<file path="src/design/bire_pkg.sv">
package bire_pkg;

   // Field widths.
   localparam int POS_W    = 40;
   localparam int FRAC_W   = 8;
   localparam int FRAME_W  = 32;
   localparam int BEATS_W  = 24;
   localparam int TEMPO_W  = 32;
   localparam int RATE_W   = 18;
   localparam int KIND_W   = 2;
   localparam int ITEMS_W  = 2;

   // Tempo division: (60 * rate) << 24 divided by the interval.
   localparam int PROD_W   = 24;
   localparam int QSHIFT   = 24;
   localparam int NUM_W    = PROD_W + QSHIFT;
   localparam int DEN_W    = POS_W;
   localparam int DCNT_W   = $clog2(NUM_W);

   // Register port.
   localparam int CSR_DATA_W = 32;
   localparam int CSR_ADDR_W = 3;

   localparam logic [RATE_W-1:0] RATE_RESET = 18'd44100;

   // Register index, taken from the word address bit.
   localparam logic REG_SAMPLE_RATE = 1'b0;

   // Result kinds.
   localparam logic [KIND_W-1:0] KIND_MARKER  = 2'd0;
   localparam logic [KIND_W-1:0] KIND_SUMMARY = 2'd1;
   localparam logic [KIND_W-1:0] KIND_ERROR   = 2'd2;

   typedef struct packed {
      logic [POS_W-1:0] position;
      logic             last_in_run;
   } req_data_type;

   typedef struct packed {
      logic [KIND_W-1:0]  kind;
      logic [FRAME_W-1:0] marker_position;
      logic [BEATS_W-1:0] beat_count;
      logic [TEMPO_W-1:0] tempo_q16;
      logic               end_of_run;
   } rsp_data_type;

   // Source of the result word loaded into the output register.
   typedef enum logic [1:0] {
      SRC_ERROR,
      SRC_OPEN_MARKER,
      SRC_CLOSE_MARKER,
      SRC_SUMMARY
   } src_type;

   // Commands from the controller to the datapath.
   typedef struct packed {
      logic    capture;
      logic    calc_len;
      logic    first;
      logic    step;
      logic    fail;
      logic    clear;
      logic    set_start;
      logic    div_start;
      logic    load;
      src_type src;
   } cmd_type;

   // Status from the datapath to the controller.
   typedef struct packed {
      logic items_zero;
      logic run_failed;
      logic last;
      logic nonincr;
      logic mismatch;
      logic any_marker;
      logic div_busy;
   } status_type;

endpackage

</file>
<file path="src/design/beat_interval_run_encoder_unit.sv">
// A word is captured, its interval is worked out and it is then decided; a word that opens a run
// or is skipped gives no result, and an error, a marker or a summary is loaded into the output
// register once it is free. The last word of a run waits for the 48-step bit-serial tempo divider.
// Results wait in one output register while the next word is accepted.
// Reset is synchronous and active high: it clears the run state and sets the sample rate to 44100.
module beat_interval_run_encoder_unit
   import bire_pkg::*;
(
   input  logic                  clock,
   input  logic                  reset,
   input  logic                  req_valid,
   output logic                  req_ready,
   input  req_data_type          req_data,
   output logic                  rsp_valid,
   input  logic                  rsp_ready,
   output rsp_data_type          rsp_data,
   input  logic                  csr_psel,
   input  logic                  csr_penable,
   input  logic                  csr_pwrite,
   input  logic [CSR_ADDR_W-1:0] csr_paddr,
   input  logic [CSR_DATA_W-1:0] csr_pwdata,
   output logic [CSR_DATA_W-1:0] csr_prdata,
   output logic                  csr_pready
);

   logic [RATE_W-1:0] sample_rate_ff, sample_rate_in;
   logic              reg_hit;
   cmd_type           cmd;
   status_type        status;

   // Register decode on the word address.
   assign reg_hit = (csr_paddr[2] == REG_SAMPLE_RATE);

   always_comb begin
      sample_rate_in = sample_rate_ff;
      if (csr_psel && csr_penable && csr_pwrite && reg_hit) begin
         sample_rate_in = csr_pwdata[RATE_W-1:0];
      end
   end

   always_ff @(posedge clock) begin
      if (reset) begin
         sample_rate_ff <= RATE_RESET;
      end else begin
         sample_rate_ff <= sample_rate_in;
      end
   end

   assign csr_prdata = reg_hit ? CSR_DATA_W'(sample_rate_ff) : '0;
   assign csr_pready = 1'b1;

   bire_ctrl u_ctrl (
      .clock     (clock),
      .reset     (reset),
      .req_valid (req_valid),
      .req_ready (req_ready),
      .rsp_valid (rsp_valid),
      .rsp_ready (rsp_ready),
      .status    (status),
      .cmd       (cmd)
   );

   bire_dp u_dp (
      .clock       (clock),
      .reset       (reset),
      .cmd         (cmd),
      .req_data    (req_data),
      .sample_rate (sample_rate_ff),
      .status      (status),
      .rsp_data    (rsp_data)
   );

endmodule

</file>
<file path="src/design/bire_div.sv">
module bire_div
   import bire_pkg::*;
(
   input  logic               clock,
   input  logic               reset,
   input  logic               start,
   input  logic [NUM_W-1:0]   dividend,
   input  logic [DEN_W-1:0]   divisor,
   output logic               busy,
   output logic [TEMPO_W-1:0] quotient
);

   logic [NUM_W-1:0]  quo_ff, quo_in;
   logic [DEN_W-1:0]  rem_ff, rem_in;
   logic [DEN_W-1:0]  den_ff, den_in;
   logic [DCNT_W-1:0] cnt_ff, cnt_in;
   logic              busy_ff, busy_in;
   logic [DEN_W:0]    rem_shift;
   logic [DEN_W+1:0]  trial;
   logic              fits;

   // One restoring step: shift in the next dividend bit and try to subtract.
   always_comb begin
      rem_shift = {rem_ff, quo_ff[NUM_W-1]};
      trial     = {1'b0, rem_shift} - {2'b00, den_ff};
      fits      = !trial[DEN_W+1];
   end

   always_comb begin
      quo_in  = quo_ff;
      rem_in  = rem_ff;
      den_in  = den_ff;
      cnt_in  = cnt_ff;
      busy_in = busy_ff;
      if (start) begin
         quo_in  = dividend;
         rem_in  = '0;
         den_in  = divisor;
         cnt_in  = DCNT_W'(NUM_W - 1);
         busy_in = 1'b1;
      end else if (busy_ff) begin
         rem_in = fits ? trial[DEN_W-1:0] : rem_shift[DEN_W-1:0];
         quo_in = {quo_ff[NUM_W-2:0], fits};
         if (cnt_ff == '0) begin
            busy_in = 1'b0;
         end else begin
            cnt_in = cnt_ff - 1'b1;
         end
      end
   end

   always_ff @(posedge clock) begin
      if (reset) begin
         busy_ff <= 1'b0;
      end else begin
         busy_ff <= busy_in;
      end
      quo_ff <= quo_in;
      rem_ff <= rem_in;
      den_ff <= den_in;
      cnt_ff <= cnt_in;
   end

   // The quotient saturates to 32 bits.
   assign busy     = busy_ff;
   assign quotient = (|quo_ff[NUM_W-1:TEMPO_W]) ? '1 : quo_ff[TEMPO_W-1:0];

endmodule

</file>
<file path="src/design/bire_dp.sv">
module bire_dp
   import bire_pkg::*;
(
   input  logic              clock,
   input  logic              reset,
   input  cmd_type           cmd,
   input  req_data_type      req_data,
   input  logic [RATE_W-1:0] sample_rate,
   output status_type        status,
   output rsp_data_type      rsp_data
);

   logic [POS_W-1:0]   pos_ff, pos_in;
   logic               last_ff, last_in;
   logic [POS_W-1:0]   len_ff, len_in;
   logic               nonincr_ff, nonincr_in;
   logic [POS_W-1:0]   run_start_ff, run_start_in;
   logic [POS_W-1:0]   prev_ff, prev_in;
   logic [POS_W-1:0]   interval_ff, interval_in;
   logic [BEATS_W-1:0] beats_ff, beats_in;
   logic [ITEMS_W-1:0] items_ff, items_in;
   logic               any_marker_ff, any_marker_in;
   logic               failed_ff, failed_in;
   logic [FRAME_W-1:0] m1_pos_ff, m1_pos_in;
   logic [BEATS_W-1:0] m1_beats_ff, m1_beats_in;
   rsp_data_type       rsp_ff, rsp_in;

   logic [POS_W:0]     len_wide;
   logic               items_one;
   logic [POS_W-1:0]   cmp_interval;
   logic [POS_W-1:0]   diff_up, diff_dn, diff;
   logic               mismatch;
   logic [PROD_W-1:0]  rate_ext;
   logic [PROD_W-1:0]  rate_x60;
   logic [TEMPO_W-1:0] tempo;
   logic               div_busy;

   // Beat interval; a borrow or a zero length marks a non-increasing position.
   assign len_wide = {1'b0, pos_ff} - {1'b0, prev_ff};

   // Compare the new interval with the running one (the first interval matches itself).
   always_comb begin
      items_one    = (items_ff == ITEMS_W'(1));
      cmp_interval = items_one ? len_ff : interval_ff;
      diff_up      = cmp_interval - len_ff;
      diff_dn      = len_ff - cmp_interval;
      diff         = (cmp_interval >= len_ff) ? diff_up : diff_dn;
      mismatch     = |diff[POS_W-1:FRAC_W];
   end

   // Tempo numerator: 60 * rate, built from two shifts.
   always_comb begin
      rate_ext = PROD_W'(sample_rate);
      rate_x60 = (rate_ext << 6) - (rate_ext << 2);
   end

   bire_div u_div (
      .clock    (clock),
      .reset    (reset),
      .start    (cmd.div_start),
      .dividend ({rate_x60, {QSHIFT{1'b0}}}),
      .divisor  (interval_ff),
      .busy     (div_busy),
      .quotient (tempo)
   );

   // Run state update.
   always_comb begin
      pos_in        = pos_ff;
      last_in       = last_ff;
      len_in        = len_ff;
      nonincr_in    = nonincr_ff;
      run_start_in  = run_start_ff;
      prev_in       = prev_ff;
      interval_in   = interval_ff;
      beats_in      = beats_ff;
      items_in      = items_ff;
      any_marker_in = any_marker_ff;
      failed_in     = failed_ff;
      m1_pos_in     = m1_pos_ff;
      m1_beats_in   = m1_beats_ff;

      if (cmd.capture) begin
         pos_in  = req_data.position;
         last_in = req_data.last_in_run;
      end

      if (cmd.calc_len) begin
         len_in     = len_wide[POS_W-1:0];
         nonincr_in = len_wide[POS_W] || (len_wide[POS_W-1:0] == '0);
      end

      if (cmd.first) begin
         run_start_in = pos_ff;
         prev_in      = pos_ff;
         beats_in     = '0;
         items_in     = ITEMS_W'(1);
      end

      if (cmd.step) begin
         m1_pos_in   = run_start_ff[POS_W-1:FRAC_W];
         m1_beats_in = beats_ff;
         items_in    = ITEMS_W'(2);
         prev_in     = pos_ff;
         if (mismatch) begin
            any_marker_in = 1'b1;
            run_start_in  = prev_ff;
            interval_in   = len_ff;
            beats_in      = BEATS_W'(1);
         end else begin
            interval_in = cmp_interval;
            if (beats_ff != '1) begin
               beats_in = beats_ff + 1'b1;
            end
         end
      end

      if (cmd.set_start) begin
         run_start_in = pos_ff;
      end

      if (cmd.fail) begin
         failed_in = 1'b1;
      end

      // The end of a run returns the run state to zero.
      if (cmd.clear) begin
         run_start_in  = '0;
         prev_in       = '0;
         interval_in   = '0;
         beats_in      = '0;
         items_in      = '0;
         any_marker_in = 1'b0;
         failed_in     = 1'b0;
      end
   end

   // Output word selection.
   always_comb begin
      rsp_in = rsp_ff;
      if (cmd.load) begin
         rsp_in = '0;
         case (cmd.src)
            SRC_ERROR: begin
               rsp_in.kind       = KIND_ERROR;
               rsp_in.end_of_run = last_ff;
            end
            SRC_OPEN_MARKER: begin
               rsp_in.kind            = KIND_MARKER;
               rsp_in.marker_position = m1_pos_ff;
               rsp_in.beat_count      = m1_beats_ff;
            end
            SRC_CLOSE_MARKER: begin
               rsp_in.kind            = KIND_MARKER;
               rsp_in.marker_position = run_start_ff[POS_W-1:FRAC_W];
               rsp_in.beat_count      = beats_ff;
            end
            default: begin
               rsp_in.kind            = KIND_SUMMARY;
               rsp_in.marker_position = run_start_ff[POS_W-1:FRAC_W];
               rsp_in.tempo_q16       = tempo;
               rsp_in.end_of_run      = 1'b1;
            end
         endcase
      end
   end

   always_ff @(posedge clock) begin
      if (reset) begin
         run_start_ff  <= '0;
         prev_ff       <= '0;
         interval_ff   <= '0;
         beats_ff      <= '0;
         items_ff      <= '0;
         any_marker_ff <= 1'b0;
         failed_ff     <= 1'b0;
      end else begin
         run_start_ff  <= run_start_in;
         prev_ff       <= prev_in;
         interval_ff   <= interval_in;
         beats_ff      <= beats_in;
         items_ff      <= items_in;
         any_marker_ff <= any_marker_in;
         failed_ff     <= failed_in;
      end
      pos_ff      <= pos_in;
      last_ff     <= last_in;
      len_ff      <= len_in;
      nonincr_ff  <= nonincr_in;
      m1_pos_ff   <= m1_pos_in;
      m1_beats_ff <= m1_beats_in;
      rsp_ff      <= rsp_in;
   end

   always_comb begin
      status.items_zero = (items_ff == '0);
      status.run_failed = failed_ff;
      status.last       = last_ff;
      status.nonincr    = nonincr_ff;
      status.mismatch   = mismatch;
      status.any_marker = any_marker_ff;
      status.div_busy   = div_busy;
   end

   assign rsp_data = rsp_ff;

endmodule

</file>
<file path="src/design/bire_ctrl.sv">
module bire_ctrl
   import bire_pkg::*;
(
   input  logic       clock,
   input  logic       reset,
   input  logic       req_valid,
   output logic       req_ready,
   output logic       rsp_valid,
   input  logic       rsp_ready,
   input  status_type status,
   output cmd_type    cmd
);

   typedef enum logic [3:0] {
      ST_IDLE,
      ST_LEN,
      ST_DECIDE,
      ST_EMIT_ERR,
      ST_EMIT_M1,
      ST_POST,
      ST_EMIT_M2,
      ST_DIV_WAIT,
      ST_EMIT_SUM
   } state_type;

   state_type state_ff, state_in;
   logic      rsp_valid_ff, rsp_valid_in;
   logic      slot_free;

   // The output register can take a word when empty or being drained.
   assign slot_free = !rsp_valid_ff || rsp_ready;

   always_comb begin
      state_in  = state_ff;
      cmd       = '0;
      cmd.src   = SRC_ERROR;
      req_ready = 1'b0;
      unique case (state_ff)
         ST_IDLE: begin
            req_ready = 1'b1;
            if (req_valid) begin
               cmd.capture = 1'b1;
               state_in    = ST_LEN;
            end
         end
         ST_LEN: begin
            cmd.calc_len = 1'b1;
            state_in     = ST_DECIDE;
         end
         ST_DECIDE: begin
            if (status.run_failed) begin
               // A failed run is skipped until its last word.
               cmd.clear = status.last;
               state_in  = ST_IDLE;
            end else if (status.items_zero) begin
               if (status.last) begin
                  state_in = ST_EMIT_ERR;
               end else begin
                  cmd.first = 1'b1;
                  state_in  = ST_IDLE;
               end
            end else if (status.nonincr) begin
               state_in = ST_EMIT_ERR;
            end else begin
               cmd.step = 1'b1;
               state_in = status.mismatch ? ST_EMIT_M1 : ST_POST;
            end
         end
         ST_EMIT_ERR: begin
            if (slot_free) begin
               cmd.load = 1'b1;
               cmd.src  = SRC_ERROR;
               cmd.clear = status.last;
               cmd.fail  = !status.last;
               state_in  = ST_IDLE;
            end
         end
         ST_EMIT_M1: begin
            if (slot_free) begin
               cmd.load = 1'b1;
               cmd.src  = SRC_OPEN_MARKER;
               state_in = ST_POST;
            end
         end
         ST_POST: begin
            // At the end of a run, start the tempo division right away.
            if (status.last) begin
               cmd.div_start = 1'b1;
               state_in      = status.any_marker ? ST_EMIT_M2 : ST_DIV_WAIT;
            end else begin
               state_in = ST_IDLE;
            end
         end
         ST_EMIT_M2: begin
            if (slot_free) begin
               cmd.load      = 1'b1;
               cmd.src       = SRC_CLOSE_MARKER;
               cmd.set_start = 1'b1;
               state_in      = ST_DIV_WAIT;
            end
         end
         ST_DIV_WAIT: begin
            if (!status.div_busy) begin
               state_in = ST_EMIT_SUM;
            end
         end
         ST_EMIT_SUM: begin
            if (slot_free) begin
               cmd.load  = 1'b1;
               cmd.src   = SRC_SUMMARY;
               cmd.clear = 1'b1;
               state_in  = ST_IDLE;
            end
         end
         default: begin
            state_in = ST_IDLE;
         end
      endcase
   end

   // Output valid: set on a load, dropped when the word is taken.
   always_comb begin
      if (cmd.load) begin
         rsp_valid_in = 1'b1;
      end else if (rsp_ready) begin
         rsp_valid_in = 1'b0;
      end else begin
         rsp_valid_in = rsp_valid_ff;
      end
   end

   always_ff @(posedge clock) begin
      if (reset) begin
         state_ff     <= ST_IDLE;
         rsp_valid_ff <= 1'b0;
      end else begin
         state_ff     <= state_in;
         rsp_valid_ff <= rsp_valid_in;
      end
   end

   assign rsp_valid = rsp_valid_ff;

endmodule

</file>
<file path="config.mk">
export PLATFORM = sky130hd
export DESIGN_NAME = beat_interval_run_encoder_unit
export DESIGN_NICKNAME = d
export VERILOG_FILES = /design/src/design/bire_pkg.sv /design/src/design/beat_interval_run_encoder_unit.sv /design/src/design/bire_div.sv /design/src/design/bire_dp.sv /design/src/design/bire_ctrl.sv
export SDC_FILE = /design/constraint.sdc
export NUM_CORES = 1
export LEC_CHECK = 0
export BUFFER_PORTS_ARGS = -buffer_cell sky130_fd_sc_hd__buf_2
export CORE_ASPECT_RATIO = 1.2
export CORE_MARGIN = 2
export CORE_UTILIZATION = 54
export DETAILED_ROUTE_END_ITERATION = 16
export PLACE_DENSITY_LB_ADDON = 0.1
export SYNTH_ARGS = -nofsm -noshare
export SYNTH_HDL_FRONTEND = slang
export SYNTH_HIERARCHICAL = 1
export SYNTH_SLANG_ARGS = --single-unit
</file>
<file path="constraint.sdc">
create_clock -name clock -period 19.5 [get_ports clock]
set_input_delay 4.875 -clock clock [delete_from_list [all_inputs] [get_ports clock]]
set_output_delay 4.875 -clock clock [all_outputs]
set_load 0.02 [all_outputs]
</file>
**Word level (Yosys, flattened, before mapping)**

Cells that the tools add are included.

- Register bits: 535
- Input bits: 83
- Output and inout port bits: 126
- Word-level logic and storage cells: 146

- Add/subtract/negate cells: 7
- Magnitude comparators: 1
- Equality and inequality tests: 17
- Muxes and demuxes: 65
- Bitwise logic cells: 2
- Reduce and logical (&&, ||, !) cells: 26

Operators by type and width:

| cell | count |
|---|---|
| 40-bit two-way mux | 10 |
| 24-bit two-way mux | 4 |
| 48-bit two-way mux | 2 |
| 40-bit subtractor | 2 |
| 32-bit one-hot mux with 2 select lines | 1 |
| 24-bit one-hot mux with 2 select lines | 1 |
| 41-bit by 40-bit subtractor with 42-bit output | 1 |
| 40-bit by 40-bit subtractor with 41-bit output | 1 |
| 40-bit greater-or-equal comparator | 1 |
| 40-bit zero test | 1 |
| 4-bit two-way mux | 9 |
| 32-bit two-way mux | 1 |
| 4-bit one-hot mux with 8 select lines | 1 |
| 32-bit OR reduction | 1 |
| 24-bit by 1-bit adder with 24-bit output, second input constant | 1 |
| 24-bit != test, second input constant | 1 |
| 24-bit by 20-bit subtractor with 24-bit output | 1 |
| 1-bit two-way mux | 21 |
| 18-bit two-way mux | 1 |
| 4-bit by 3-bit equality test with 1-bit output, second input constant | 4 |
| 16-bit OR reduction | 1 |
| 2-bit two-way mux | 6 |
| 3-bit two-way mux | 4 |
| 3-bit one-hot mux with 4 select lines | 1 |
| 23 further kinds | 41 |

**Logic depth before layout (Yosys ltp)**

Gate-level depths: netlist of run 1.

- Depth in word-level cells: 10
- Mapped depth: 26
- Gate-level depth less buffers: 19

**Cells and area by module**

The synthesis of run 1 kept the hierarchy.

Modules (own cells, without submodules):

| module | times used | cells an instance | area an instance (um2) | sequential area each (um2) |
|---|---|---|---|---|
| bire_dp | 1 | 2442 | 22210.1 | 9679.3 |
| bire_div | 1 | 797 | 7930.1 | 3583.4 |
| beat_interval_run_encoder_unit | 1 | 115 | 1048.5 | 360.3 |
| bire_ctrl | 1 | 72 | 545.5 | 100.1 |

**Worst setup path after synthesis of run 1**

No wires, ideal clock.

- Path kind: input port to output port
- From: in csr_paddr[2]
- To: out csr_prdata[10]
- Arrival time: 5388 ps
- Required time: 14625 ps
- Setup slack: 9237 ps
- Stages: 2
- Path through: clkbuf_1 nor2b_1

- Cells in the longest elaborated chain, start to end: 1

Ends and longest elaborated chain:

| what | RTL line | source |
|---|---|---|
| start: declaration | beat_interval_run_encoder_unit.sv:20 | `input logic [CSR_ADDR_W-1:0] csr_paddr,` |
| 18-bit two-way mux | beat_interval_run_encoder_unit.sv:49 | `assign csr_prdata = reg_hit ? CSR_DATA_W'(sample_rate_ff) : '0;` |
| end: declaration | beat_interval_run_encoder_unit.sv:22 | `output logic [CSR_DATA_W-1:0] csr_prdata,` |

Every way passes these cells.

**Final worst setup path of run 1**

- From: in csr_paddr[2]
- To: out csr_prdata[0]

The elaborated chain is that of the path after synthesis.

==> results, run 1 <==
- The run finished with clean final reports.
- The clock latency reported for the late side of the worst-skew pair is 0.63 ns.
- The minimum clock period is 10.41 ns.
- The floorplan has 97 rows.
- After detailed routing, the number of remaining DRC violations is 0.
- The initial utilization of the core area, before any placement, comes to 0.545.
- The worst clock skew on the final layout is 0.0436 ns.
- Entering global routing, the biggest net connects 95 pins.
- The count of buffers inserted at the top-level ports is 177.
- For this block, the via count after detailed routing is 25.3k.
- The proportion of synthesized chip area in sequential cells is 0.432.
- The number of nets in the layout is 3760.
- The width of the die is 225 µm.
- The actual transition at the worst max-transition pin is 1.25 ns.
- Setup repair after global routing left no endpoint under its margin.
- Buffers added to address setup during post-CTS repair amount to 0.
- The core region area is 58300 µm².
- The register share of total power is 0.372.
- The net switching power of the design is 1.43 mW.
- Of the total power, combinational logic draws 0.347.
- The number of storage elements in the synthesis netlist is 527.
- The number of global-route vias before repair came to 24.3k.
- The flip-flop cell with the highest count after synthesis is sky130_fd_sc_hd__edfxtp_1.
- The final weighted congestion in routability-driven placement is 0.958.
- The maximum fanout count along the critical path is 19.
- The final wirelength is 85600 µm.
- Of the total power, the clock network draws 0.281.
- For this run, the number of Yosys warnings is 6.
- The repair_antennas step left the layout with diodes totalling 0.
- Clock tree synthesis selected as its root buffer the cell sky130_fd_sc_hd__clkbuf_16.
- Once routing completed, OpenROAD measured the worst setup slack at 9.09 ns.
- The number of gates given a new drive strength after cts is 0.
- In the post-synthesis netlist, the biggest area contributors are sky130_fd_sc_hd__edfxtp_1, sky130_fd_sc_hd__dfxtp_1, sky130_fd_sc_hd__ha_1, sky130_fd_sc_hd__nand2_1, sky130_fd_sc_hd__mux2i_1.
- The power density normalized to cell area is 111 nW/µm².
- The largest voltage drop on the vdd net is 0.000101 V.
- STA classifies the critical path endpoint as an output pin.
- In this run the worst hold path is classified as reg2reg.
- The synthesized area divided by synthesized cell count is 9.26 µm².
- The library cells used most frequently in the layout, excluding fill and tap cells, are sky130_fd_sc_hd__nand2_1, sky130_fd_sc_hd__edfxtp_1, sky130_fd_sc_hd__nor2_1.
- The area fraction of the dominant cell type after synthesis is 0.300.
- The clock passes through at most 3 buffers.
- The number of clock buffers added by TritonCTS is 54.
- The cell type with the largest total area after synthesis is sky130_fd_sc_hd__edfxtp_1.
- The internal power is 2.44 mW.
- For this design, the CTS-stage hold fixing added 0 buffers.
- Setup violations remaining at the end of the flow were counted as 0.
- In this run the static leakage power is 13.4 nW.
- The number of H-tree branching levels is 2.
- The die covers 60700 µm².
- The number of nets with antenna violations after detailed routing is 0.
- After synthesis, the share of flip-flops with an asynchronous set or reset is 0.
- The final critical-path share of the clock period is 0.534.
- The worst slew margin relative to its limit is 0.165.
- The number of different library cells used by synthesis comes to 103.
- The first-pass GRT wire length is 134000 µm.
- After detailed routing, the number of vias per cell comes to 5.89.
- The most common library cell in the layout ignoring fill and taps is sky130_fd_sc_hd__nand2_1.
- The net switching fraction of the power is 0.369.
- The number of maximum-capacitance violations is 0.
- From bottom edge to top edge, the die measures 270 µm.
- The register clock-pin slew on the reported worst setup and hold paths is 0.06 ns.
- The proportion of layout cells with a drive suffix above 1 is 0.123.
- For this run, the total global-route usage over all layers was measured as 0.277.
- The wire-length estimate of the detail-placed layout is 63100 µm.
- The average wire per standard cell is 19.9 µm.
- After global routing the overflow that remains totals 0.
- The post-synthesis instance area is 31700 µm².
- The signal arrival time at the worst endpoint is 5.53 ns.
- The clock net sink count is 527.
- The CTS tree is built.
- The classification of the worst setup path is in2out.
- The highest clock frequency the design can meet is 96.1 MHz.
- The total count of hold-check failures in the final report is 0.
- The total count of max-transition violations in the final report is 0.
- The initial antenna violation count was 0.
- For the final routed database, the setup TNS stands at 0 ns.
- The cell count after synthesis came out at 3426.
- The detailed router finished its first iteration with 1865 violations.
- The synthesis-to-layout area growth is 9.94%.
- STA puts the critical path data required time at 14.62 ns.
- STA classifies the critical path startpoint as an input port.
- The count of filler cells inserted in the layout is 5084.
- The setup slack at placement is 9.08 ns.
- The number of synthesized flops with an enable pin is 317.
- In this run the count of I/O pins placed on the die edge is 209.
- The first detailed-routing pass ran for 6 iterations.
[state kept, by name, indices dropped and copies added (netlist names), 2 cells and up]
signal / flops
u_dp/u_div/den_ff: 40
u_dp/items_ff: 2
u_dp/interval_ff: 40
u_dp/u_div/rem_ff: 40
u_dp/run_start_ff: 32
u_dp/pos_ff: 40
u_ctrl/state_ff: 4
sample_rate_ff: 18
u_dp/u_div/cnt_ff: 6
u_dp/m1_pos_ff: 32
u_dp/u_div/quo_ff: 48
u_dp/m1_beats_ff: 24
u_dp/beats_ff: 24
u_dp/rsp_data: 91
u_dp/prev_ff: 40
u_dp/len_ff: 40
[layout make-up]
cell class | instances | area [µm²] | area share
repair buffers | 204 | 1090 | 0.0312
inverters | 205 | 769 | 0.0221
multi-input cells | 2524 | 16500 | 0.472
clock inverters | 32 | 343 | 0.00983
clock buffers | 70 | 1560 | 0.0446
flip-flops and latches | 527 | 13700 | 0.393
well taps | 742 | 928 | 0.0266
[kinds of logic (layout without fill, tap and decap cells)]
| logic type | count (synthesis) | after routing | synth area share |
|---|---|---|---|
| and+or+nand+nor | 1194 | 1194 | 0.184 |
| DFF | 527 | 527 | 0.432 |
| adders and majority gates | 161 | 161 | 0.0640 |
| AOI/OAI and AO/OA | 852 | 852 | 0.180 |
| muxes | 165 | 165 | 0.0540 |
| xor gates and xnor gates | 111 | 111 | 0.0306 |
| other | 3 | 41 | 0.000355 |
| buffers and inverters | 413 | 511 | 0.0549 |
[worst paths after layout]
kind / start / end / slack, ns / cells past startpoint
max: csr_paddr[2] / csr_prdata[0] / 9.09 / 3
min: u_dp/any_marker_ff$_SDFFE_PP0P_ / u_dp/any_marker_ff$_SDFFE_PP0P_ / 0.45 / 2
max reg2reg: u_dp/items_ff[0]$_SDFFE_PP0P_ / u_dp/run_start_ff[32]$_SDFF_PP0_ / 11.67 / 20
min reg2reg: u_dp/any_marker_ff$_SDFFE_PP0P_ / u_dp/any_marker_ff$_SDFFE_PP0P_ / 0.45 / 2
[through the flow]
stage / cell area, µm² / cells / util / hold slack (ns) / total power [mW]
floorplan: 31900 / 3464 / - / 0.406 / 2.39
global placement: 33000 / 4202 / 0.566 / 0.432 / 2.76
detailed placement: 33000 / 4202 / 0.566 / 0.442 / 2.77
CTS: 34900 / 4304 / 0.599 / 0.452 / 3.88
global route: 34900 / 4304 / 0.599 / 0.485 / 4.07
finish: 34900 / 4304 / 0.599 / 0.446 / 3.87
[critical path, cell delays in order]
cell                      delay [ns]
sky130_fd_sc_hd__buf_2          0.25
sky130_fd_sc_hd__and2b_2        0.26
sky130_fd_sc_hd__buf_2          0.15
[routing by layer]
metal / global-route usage / up-vias / part of all wire / wire, µm
li1: - / 12500 / - / -
met1: 0.360 / 12000 / 0.43 / 37100
met2: 0.467 / 696 / 0.48 / 40800
met3: 0.0288 / 165 / 0.043 / 3700
met4: 0.121 / 0 / 0.047 / 4020
met5: 0 / - / 0 / 0
[synth_stat cells, types with 10 or more instances]
master                        n
sky130_fd_sc_hd__and2_1      52
sky130_fd_sc_hd__or3_1       24
sky130_fd_sc_hd__and3_1      27
sky130_fd_sc_hd__nor4_1      19
sky130_fd_sc_hd__buf_4       31
sky130_fd_sc_hd__nand2b_1    93
sky130_fd_sc_hd__nor3_1      52
sky130_fd_sc_hd__buf_2       29
sky130_fd_sc_hd__and4_1      15
sky130_fd_sc_hd__a31oi_1     27
sky130_fd_sc_hd__nor2b_1     55
sky130_fd_sc_hd__a21o_1      74
sky130_fd_sc_hd__a21oi_1    214
sky130_fd_sc_hd__a21boi_0    21
sky130_fd_sc_hd__o21bai_1    16
sky130_fd_sc_hd__xnor2_1     80
sky130_fd_sc_hd__a211oi_1    32
sky130_fd_sc_hd__inv_1      204
sky130_fd_sc_hd__nor2_1     247
sky130_fd_sc_hd__or2_2       44
sky130_fd_sc_hd__edfxtp_1   317
sky130_fd_sc_hd__o311a_1     34
sky130_fd_sc_hd__a311oi_1    15
sky130_fd_sc_hd__a22oi_1     27
sky130_fd_sc_hd__a2111oi_0   10
sky130_fd_sc_hd__mux2i_1    115
sky130_fd_sc_hd__o21ai_0    174
sky130_fd_sc_hd__xor2_1      31
sky130_fd_sc_hd__mux2_2      49
sky130_fd_sc_hd__nand2_1    420
sky130_fd_sc_hd__o211ai_1    21
sky130_fd_sc_hd__o21a_1      31
sky130_fd_sc_hd__nand4_1     40
sky130_fd_sc_hd__o21ai_1     21
sky130_fd_sc_hd__nand3_1     47
sky130_fd_sc_hd__ha_1       159
sky130_fd_sc_hd__clkbuf_1   138
sky130_fd_sc_hd__dfxtp_1    210
sky130_fd_sc_hd__o31ai_1     14
[power groups by stage]
| stage | clock, mW | combinational [mW] | sequential [mW] |
|---|---|---|---|
| detailed placement | 0 | 1.32 | 1.46 |
| global route | 1.15 | 1.47 | 1.45 |
| finish | 1.09 | 1.34 | 1.44 |
| floorplan | 0 | 0.970 | 1.42 |
| global placement | 0 | 1.30 | 1.46 |
| CTS | 1.12 | 1.32 | 1.44 |
(Power assumes the default switching activity.)
==> run 2, diff against run 1 <==
--- a/config.mk
+++ b/config.mk
@@ -5,6 +5,7 @@
 export SDC_FILE = /design/constraint.sdc
 export NUM_CORES = 1
 export LEC_CHECK = 0
+export ABC_AREA = 1
 export BUFFER_PORTS_ARGS = -buffer_cell sky130_fd_sc_hd__buf_2
 export CORE_ASPECT_RATIO = 1.2
 export CORE_MARGIN = 2
==> constraint.sdc (replaced) <==
create_clock -name clock -period 9.65 [get_ports clock]
set_input_delay 2.4125 -clock clock [delete_from_list [all_inputs] [get_ports clock]]
set_output_delay 2.4125 -clock clock [all_outputs]
set_load 0.02 [all_outputs]
==> run 2 against run 1 <==
Clock power grew 100%. Sequential share of layout area shrank 3.0 points. Synthesized cell count grew 42%. Critical path depth grew 19. Routed wire length grew 17%. Clock skew shrank 0.014 ns. Via count grew 22%. Clock-buffer cell count grew 11. Sequential power grew 100%.
==> results, run 2 <==
- The antenna diode count is 0 (unchanged).
- The path class of the tightest hold or removal check is reg2reg.
- The synthesized-area fraction occupied by ao, oa, aoi and oai cells is 0.125 (-0.0545).
- The count of buffers inserted at the top-level ports was 177 (unchanged).
- The clock latency reported for the late side of the worst-skew pair is 0.63 ns (about the same).
- For this run, the top clock speed supported by timing is 163 MHz.
- The number of nets in the layout is 5240 (+39%).
- The width of the die is 235 µm (+4.1%).
- The average wire per standard cell is 17.0 µm (-14%).
- The initial detailed-routing violation count is 1932 (+3.6%).
- The number of global-route vias before repair is 29.3k (+20%).
- After detailed routing, no signal wire sits above met4.
- The proportion of layout cells with a drive suffix above 1 is 0.0775 (-0.0451).
- The flow ran to the end, and the final reports show no timing, DRC or antenna violations.
- The final wirelength was 100000 µm (+17%).
- The register-to-register setup slack came to 3.53 ns (-8.14 ns).
- The clock buffer count from CTS is 55 (+1.9%).
- The CTS tree is built.
- The post-route met1 wirelength is 42200 µm (+14%).
- The minimum clock period is 6.12 ns.
- Setup repair after global routing left no endpoint under its margin.
- The number of vias per cell after detailed routing came to 5.27 (-11%).
- The total number of vias is 30.9k (+22%).
- The die outline area is 65800 µm² (+8.4%).
- The number of maximum-capacitance violations is 0 (unchanged).
- The classification of the worst setup path is reg2reg.
- The final critical-path share of the clock period is 0.634.
- The number of detailed-routing iterations run before antenna repair came to 5 (-1).
- The initial antenna violation count came to 0 (unchanged).
- The proportion of synthesized area in mux cells is 0.000291 (-0.0537).
- The worst setup path startpoint is u_dp/items_ff[1]$_SDFFE_PP0P_.
- The count of endpoints failing setup in the final report is 0 (unchanged).
- The accumulated negative setup slack is 0 ns (unchanged).
- The first-pass GRT wire length is 156000 µm (+16%).
- The number of stages on the worst hold path is 0 (-2).
- The proportion of synthesized chip area in sequential cells is 0.399 (-0.0339).
- The worst setup path is captured at a flip-flop.
- The fraction of registers with async set/reset is 0 (unchanged).
- Sorting the synthesized cells by how often they occur yields sky130_fd_sc_hd__nand2_1, sky130_fd_sc_hd__inv_1, sky130_fd_sc_hd__nor2_1.
- The met3 wire length is 4410 µm (+19%).
- The starting density of the core was 0.545 (about the same).
- sky130_fd_sc_hd__nand2_1 is the most common cell in the netlist.
- The count of unique library cells instantiated by Yosys came to 62 (-40%).
- The setup slack at placement is 3.58 ns (-5.50 ns).
- The total count of max-transition violations in the final report is 0 (unchanged).
- The least setup slack across all paths after layout was 3.53 ns (-5.56 ns).
- From synthesis to final layout, the design area changed by 9.78%.
- The total routing usage reported by global routing is 0.302 (+0.0253).
- Sorting the synthesized cells by area gives the leading types as sky130_fd_sc_hd__edfxtp_1, sky130_fd_sc_hd__nand2_1, sky130_fd_sc_hd__dfxtp_1, sky130_fd_sc_hd__inv_1, sky130_fd_sc_hd__ha_1.
- The power density normalized to cell area was 214 nW/µm² (+93%).
- After synthesis, the largest family of logic cells by area is simple AND/OR/NAND/NOR gates.
- STA classifies the critical path startpoint as a flip-flop.
- The HPWL reported at the end of detailed placement is 76000 µm (+20%).
- The xor/xnor share of the synthesized area was 0.0249 (-0.00571).
- The sum of overflow across all layers after global routing is 0 (unchanged).
- The number of synthesized flops with an enable pin is 317 (unchanged).
- The number of gates given a new drive strength after cts is 0 (unchanged).
- The final weighted congestion in routability-driven placement was 0.986 (+2.9%).
- The amount of wire on met2 after detailed routing is 49200 µm (+21%).
- The clock net sink count is 527 (unchanged).
- The number of instances in the synthesized netlist is 4865 (+42%).
- The chip height is 281 µm (+4.1%).
- The number of nets with antenna violations after detailed routing came to 0 (unchanged).
- The worst slew margin relative to its limit is 0.279 (+0.114).
- The startpoint of the worst-slack reg-to-reg timing path is u_dp/items_ff[1]$_SDFFE_PP0P_.
- The worst hold slack is 0.415 ns (-0.0311 ns).
- The data required time of the critical path is 10.12 ns (-4.50 ns).
- The flip-flop count of the largest register, all copies and words added came to 91 (unchanged).
- The synthesized area divided by synthesized cell count is 7.08 µm² (-24%).
- The cell count of the worst reg-to-reg path is 22 (+10%).
- The simple-gate portion of the synthesized area came to 0.274 (+0.0901).
- For hold timing, the worst endpoint is u_dp/m1_pos_ff[27]$_DFFE_PP_.
- The maximum fanout count along the critical path is 90 (+71).
- In this run the most critical hold path is launched from u_dp/run_start_ff[35]$_SDFF_PP0_.
- The post-CTS repair timing setup buffer count was 0 (unchanged).
- The site row count was 101 (+4.1%).
- The leakage power of the design was 17.9 nW (+34%).
- The remaining design rule violation count came to 0 (unchanged).
- The total count of hold-check failures in the final report was 0 (unchanged).
- The number of H-tree branching levels was 2 (unchanged).
- The number of warnings printed during yosys synthesis is 6 (unchanged).
- The number of buffers on the longest clock path is 3 (unchanged).
- The end of the worst register-to-register path is u_dp/beats_ff[15]$_SDFF_PP0_.
- In the layout the commonest cells are sky130_fd_sc_hd__nand2_1, sky130_fd_sc_hd__inv_1, sky130_fd_sc_hd__nor2_1.
- The post-synthesis instance area came to 34400 µm² (+8.5%).
- The maximum number of pins on one net before global-route repair was 91 (-4.2%).
- The post-synthesis share of cell area spent on full adders, half adders and majority gates was 0.0589 (-0.00501).
- The register clock-pin slew on the reported worst setup and hold paths came to 0.06 ns (about the same).
- The cell sitting at the root of the clock tree is a sky130_fd_sc_hd__clkbuf_16.
- The signal arrival time at the worst endpoint is 6.59 ns (+1.06 ns).
- The number of storage elements in the synthesis netlist is 527 (unchanged).
- The area fraction of the dominant cell type after synthesis is 0.276 (-0.0235).
- The actual transition at the worst max-transition pin was 1.08 ns (-0.167 ns).
- Leaving out fill and tap cells, the most frequent cell in the layout is sky130_fd_sc_hd__nand2_1.
- The number of top-level pins is 209 (unchanged).
- The core region area is 63200 µm² (+8.5%).
- The worst clock skew on the final layout came to 0.0294 ns (-0.0141 ns).
- The hold buffer count at CTS came to 0 (unchanged).
- Summed over all instances, the cell type with the most area after synthesis is sky130_fd_sc_hd__edfxtp_1.
- The largest voltage drop on the vdd net is 0.000219 V (+120%).
- The flip-flop cell with the highest count after synthesis is sky130_fd_sc_hd__edfxtp_1.
## run 2: changes by cell type in the layout (fill, tap and decap cells not counted), sizes merged, moves of 55 or more
cell,delta
nand2b,-93
nand2,+1030
nor2b,-55
nand4,+55
a21oi,+68
inv,+645
o21ai,+179
a21o,-62
nor2,+153
mux2i,-114
nand3,+223
## run 2: cell type report
cell class                 instances  area, µm²
clock inverter                    22        303
inverter                         854       3210
multi-input combinational       3355      16900
fill                            6093      25400
sequential                       527      13700
tap                              824       1030
timing repair buffer             203       1080
clock buffer                      81       1590
## run 2: critical path: stages (launching register included)
cell and delay (ns):
sky130_fd_sc_hd__dfxtp_1 0.40, sky130_fd_sc_hd__inv_2 0.05, sky130_fd_sc_hd__nand2_2 0.54, sky130_fd_sc_hd__buf_4 0.58, sky130_fd_sc_hd__o21ai_0 0.21, sky130_fd_sc_hd__ha_1 0.43
sky130_fd_sc_hd__nand2_1 0.25, sky130_fd_sc_hd__o21ai_0 0.26, sky130_fd_sc_hd__a21oi_1 0.27, sky130_fd_sc_hd__nand2_1 0.12, sky130_fd_sc_hd__a21oi_1 0.17, sky130_fd_sc_hd__nand3_2 0.09
sky130_fd_sc_hd__inv_2 0.51, sky130_fd_sc_hd__nand2_1 0.17, sky130_fd_sc_hd__nand4_1 0.16, sky130_fd_sc_hd__nor2_1 0.05, sky130_fd_sc_hd__nand2_1 0.10, sky130_fd_sc_hd__nor2_2 0.08
sky130_fd_sc_hd__nand3_4 0.09, sky130_fd_sc_hd__buf_4 0.83, sky130_fd_sc_hd__inv_2 0.33, sky130_fd_sc_hd__nand3_1 0.16, sky130_fd_sc_hd__a21oi_1 0.08
## run 2: stage by stage
stage,cells,util,total power [mW],cell area (µm²)
finish,5866,0.598,8.09,37800
CTS,5866,0.598,8.11,37800
floorplan,4903,-,4.98,34600
detailed placement,5763,0.568,5.89,35900
global route,5866,0.598,8.58,37800
global placement,5763,0.568,5.88,35900
## run 2: power breakdown
group	leakage, nW	internal [mW]	switching (mW)
combinational	12.4	0.887	2.08
sequential	4.58	2.72	0.213
clock	0.909	1.28	0.914
## run 2: worst max path at each step
| stage | endpoint | cells past startpoint |
|---|---|---|
| final | u_dp/beats_ff[15]$_SDFF_PP0_ | 22 |
| after global routing | u_dp/beats_ff[11]$_SDFF_PP0_ | 28 |
| after CTS | u_dp/beats_ff[6]$_SDFF_PP0_ | 22 |
| after detailed placement | u_dp/beats_ff[20]$_SDFF_PP0_ | 14 |
| after global placement | u_dp/beats_ff[11]$_SDFF_PP0_ | 22 |
| after floorplan | csr_prdata[10] | 3 |
## run 2: cells by family (layout without fill, tap and decap cells)
kind of cell | after synthesis | after routing
and+or+nand+nor | 2268 | 2268
adders and majority gates | 161 | 161
DFF | 527 | 527
buffers and inverters | 1021 | 1160
muxes | 1 | 1
other | 3 | 41
AOI/OAI and AO/OA | 786 | 786
xor gates and xnor gates | 98 | 98
## run 2: layer usage
layer	vias to the layer above	GRT usage
li1	15800	-
met1	14200	0.369
met2	726	0.539
met3	192	0.0348
met4	0	0.121
met5	-	0
==> run 3, diff against run 2 <==
--- a/config.mk
+++ b/config.mk
@@ -5,7 +5,7 @@
 export SDC_FILE = /design/constraint.sdc
 export NUM_CORES = 1
 export LEC_CHECK = 0
-export ABC_AREA = 1
+export ABC_AREA = 0
 export BUFFER_PORTS_ARGS = -buffer_cell sky130_fd_sc_hd__buf_2
 export CORE_ASPECT_RATIO = 1.2
 export CORE_MARGIN = 2
==> constraint.sdc (replaced) <==
create_clock -name clock -period 5.1 [get_ports clock]
set_input_delay 1.275 -clock clock [delete_from_list [all_inputs] [get_ports clock]]
set_output_delay 1.275 -clock clock [all_outputs]
set_load 0.02 [all_outputs]
==> run 3 against run 2 <==
Worst setup slack got worse by 3.4 ns. Final area increased by 1.4%. Routed wire length decreased by 7.0%. Sequential share of layout area decreased by 0.49 points. Global-route usage decreased by 0.60 points. Via count decreased by 12%. Flip-flop and latch count unchanged. Die area decreased by 7.7%. Power increased by 100%. Critical path type unchanged.
==> results, run 3 (synthesis results as in run 1) <==
- The flow ran to the end, and the final reports show no timing, DRC or antenna violations.
- The number of standard cells in the final layout excluding fillers came to 4604 (-22%).
- The final weighted congestion in routability-driven placement is 0.931 (-5.5%).
- The number of top-level pins is 209 (unchanged).
- The flip-flop count of the largest register, all copies and words added was 91 (unchanged).
- By instance count, the cell type seen most on the critical path is sky130_fd_sc_hd__buf_6.
- The clock buffer count from CTS was 55 (unchanged).
- The first-pass GRT wire length is 143000 µm (-7.9%).
- The total number of vias is 27.2k (-12%).
- The clock latency reported for the late side of the worst-skew pair is 0.64 ns (about the same).
- The number of global-route vias before repair is 26.4k (-9.9%).
- The worst setup path is launched from a flip-flop.
- The data required time of the critical path is 5.66 ns (-4.46 ns).
- The maximum number of pins on one net before global-route repair is 126 (+38%).
- In this run the critical register-to-register path is captured at u_dp/run_start_ff[34]$_SDFF_PP0_.
- The minimum clock period was 4.97 ns (-1.15 ns).
- The HPWL reported at the end of detailed placement is 67900 µm (-11%).
- The maximum fanout count along the critical path is 8 (-91%).
- The number of nets in the layout was 4060 (-23%).
- The synthesis-to-layout area growth is 20.8%.
- The initial antenna violation count is 0 (unchanged).
- The CTS tree is built.
- The clock net sink count was 527 (unchanged).
- The worst slew margin relative to its limit was 0.261 (-0.0182).
- The final wirelength was 93000 µm (-7.0%).
- The number of buffers on the longest clock path is 3 (unchanged).
- The worst clock skew on the final layout came to 0.0542 ns (+0.0248 ns).
- The number of instances in the placed design is 4452 (-23%).
- The core region area is 58300 µm² (-7.8%).
- The number of detailed-routing iterations run before antenna repair is 6 (+1).
- The accumulated negative setup slack is 0 ns (unchanged).
- The average wire per standard cell came to 20.2 µm (+18%).
- The number of vias per cell after detailed routing is 5.91 (+12%).
- The total count of hold-check failures in the final report was 0 (unchanged).
- The count of filler cells inserted in the layout came to 4736 (-22%).
- The power density normalized to cell area is 426 nW/µm² (+99%).
- The actual transition at the worst max-transition pin is 1.11 ns (+0.0274 ns).
- The initial detailed-routing violation count is 2066 (+6.9%).
- The register clock-pin slew on the reported worst setup and hold paths was 0.06 ns (about the same).
- The chip height is 270 µm (-3.9%).
- The cell count of the worst reg-to-reg path is 24 (+9.1%).
- The die outline area was 60700 µm² (-7.7%).
- The count of endpoints failing setup in the final report came to 0 (unchanged).
- The largest voltage drop on the vdd net is 0.000326 V (+49%).
- The largest individual stage delay along the critical path comes from the cell sky130_fd_sc_hd__a211o_1.
- The worst-case hold path end point is u_dp/any_marker_ff$_SDFFE_PP0P_.
- The number of maximum-capacitance violations is 0 (unchanged).
- The final core area utilization is 0.658 (+0.0598).
- The delay of the slowest critical-path stage came to 0.35 ns (-0.48 ns).
- The number of nets with antenna violations after detailed routing was 0 (unchanged).
- The site row count is 97 (-4.0%).
- The highest clock frequency the design can meet is 201 MHz (+23%).
- The total count of max-transition violations in the final report is 0 (unchanged).
- The worst setup path is of the reg2reg kind.
- The final critical-path share of the clock period is 0.974 (+0.341).
- The nature of the critical path endpoint is a flip-flop.
- The worst min-delay path startpoint is u_dp/any_marker_ff$_SDFFE_PP0P_.
- The width of the die is 225 µm (-3.9%).
- The most common library cell in the layout ignoring fill and taps is sky130_fd_sc_hd__nand2_1.
- The sum of overflow across all layers after global routing is 0 (unchanged).
- The register-to-register setup slack was 0.13 ns (-3.40 ns).
- In this run the worst hold path is classified as reg2reg.
- The count of buffers inserted at the top-level ports was 177 (unchanged).
- The library cells used most frequently in the layout, excluding fill and tap cells, are sky130_fd_sc_hd__nand2_1, sky130_fd_sc_hd__edfxtp_1, sky130_fd_sc_hd__buf_4.
- The critical path goes through nand2b_4 -> buf_12 -> buf_12 -> nand2_4 -> o21ai_2 -> ha_1 -> a211o_1 -> a21o_1 -> nor2_1 -> nand4b_1 -> and2_4 -> buf_6 -> buf_6 -> a2111oi_4 -> a31oi_1 -> xor2_1 -> nor4_2 -> buf_4 -> and4_4 -> a31o_4 -> buf_6 -> buf_16 -> mux2i_2 -> o311a_1.
- The worst hold slack came to 0.448 ns (+0.0323 ns).
- In this run the clock root is driven by a sky130_fd_sc_hd__clkbuf_16.
- The proportion of layout cells with a drive suffix above 1 is 0.225 (+0.147).
- In this run the critical register-to-register path is launched from u_dp/items_ff[1]$_SDFFE_PP0P_.
- The antenna diode count is 0 (unchanged).
- The remaining design rule violation count is 0 (unchanged).
- The total routing usage reported by global routing was 0.296 (-0.00603).
- The starting density of the core is 0.545 (about the same).
- The signal arrival time at the worst endpoint is 5.53 ns (-1.06 ns).
- The number of H-tree branching levels came to 2 (unchanged).
- The leakage power of the design is 15.1 nW (-16%).
- The hold buffer count at CTS came to 0 (unchanged).
- The number of stages on the worst hold path is 2 (+2).
[run 3: changes by cell type in the layout (fill, tap and decap cells not counted), moves of 55 or more]
cell / before / now
sky130_fd_sc_hd__nand4_1: 95 / 40
sky130_fd_sc_hd__nor2_1: 368 / 239
sky130_fd_sc_hd__o21ai_0: 335 / 153
sky130_fd_sc_hd__mux2i_1: 1 / 111
sky130_fd_sc_hd__buf_4: 26 / 288
sky130_fd_sc_hd__inv_1: 827 / 197
sky130_fd_sc_hd__nand2b_1: 0 / 92
sky130_fd_sc_hd__nand3_1: 253 / 45
sky130_fd_sc_hd__nand2_1: 1440 / 412
sky130_fd_sc_hd__a21oi_1: 281 / 202
sky130_fd_sc_hd__a21o_1: 12 / 74
[run 3: worst max-delay path, delay by kind of cell, from the launching register on]
| kind | cells | cell delay, ns |
|---|---|---|
| AOI/OAI and AO/OA | 7 | 1.47 |
| xor gates and xnor gates | 1 | 0.19 |
| adders and majority gates | 1 | 0.33 |
| buffers and inverters | 7 | 1.04 |
| DFF | 1 | 0.32 |
| muxes | 1 | 0.22 |
| and+or+nand+nor | 7 | 1.29 |
[run 3: area by class of cell]
class / instances / area, µm² / share of cell area
multi-input cells: 2524 / 17300 / 0.451
flip-flops and latches: 527 / 13700 / 0.358
repair buffers: 503 / 3720 / 0.0970
clock buffers: 71 / 1510 / 0.0393
well taps: 742 / 928 / 0.0242
inverters: 205 / 769 / 0.0201
clock inverters: 32 / 394 / 0.0103
[run 3: how the worst max path moves through the flow]
stage,start,to
floorplan,u_dp/items_ff[1]$_SDFFE_PP0P_,u_dp/run_start_ff[30]$_SDFF_PP0_
global placement,u_dp/items_ff[1]$_SDFFE_PP0P_,u_dp/run_start_ff[8]$_SDFF_PP0_
detailed placement,u_dp/items_ff[1]$_SDFFE_PP0P_,u_dp/run_start_ff[20]$_SDFF_PP0_
CTS,u_dp/items_ff[1]$_SDFFE_PP0P_,u_dp/run_start_ff[24]$_SDFF_PP0_
global route,u_dp/pos_ff[0]$_DFFE_PP_,u_dp/nonincr_ff$_DFFE_PP_
finish,u_dp/items_ff[1]$_SDFFE_PP0P_,u_dp/run_start_ff[34]$_SDFF_PP0_
[run 3: metrics by stage]
step	setup slack [ns]	area, µm²	power, mW
final	0.130	38300	16.3
after global routing	-0.0955	38300	17.2
after CTS	0.000659	37300	15.9
after detailed placement	-0.389	35000	11.5
after global placement	-0.300	35000	11.4
after floorplan	0.0431	31900	9.15
[run 3: what timing repair did]
action                     CTS  global route
resized for setup           64           169
pin swaps                   22            57
setup buffers               16            28
gates cloned                 4             6
setup endpoints to repair   98            97
[run 3: power breakdown]
group          total, mW  leakage, nW  switching, mW  internal [mW]
sequential          5.50         4.66          0.432           5.06
clock               4.17        0.900           1.75           2.42
combinational       6.66         9.56           3.83           2.83
[run 3: routing by layer]
metal  track usage  wire (µm)
met5             0          0
met4         0.104       3630
met3        0.0274       3860
met2         0.526      46600
met1         0.375      38900
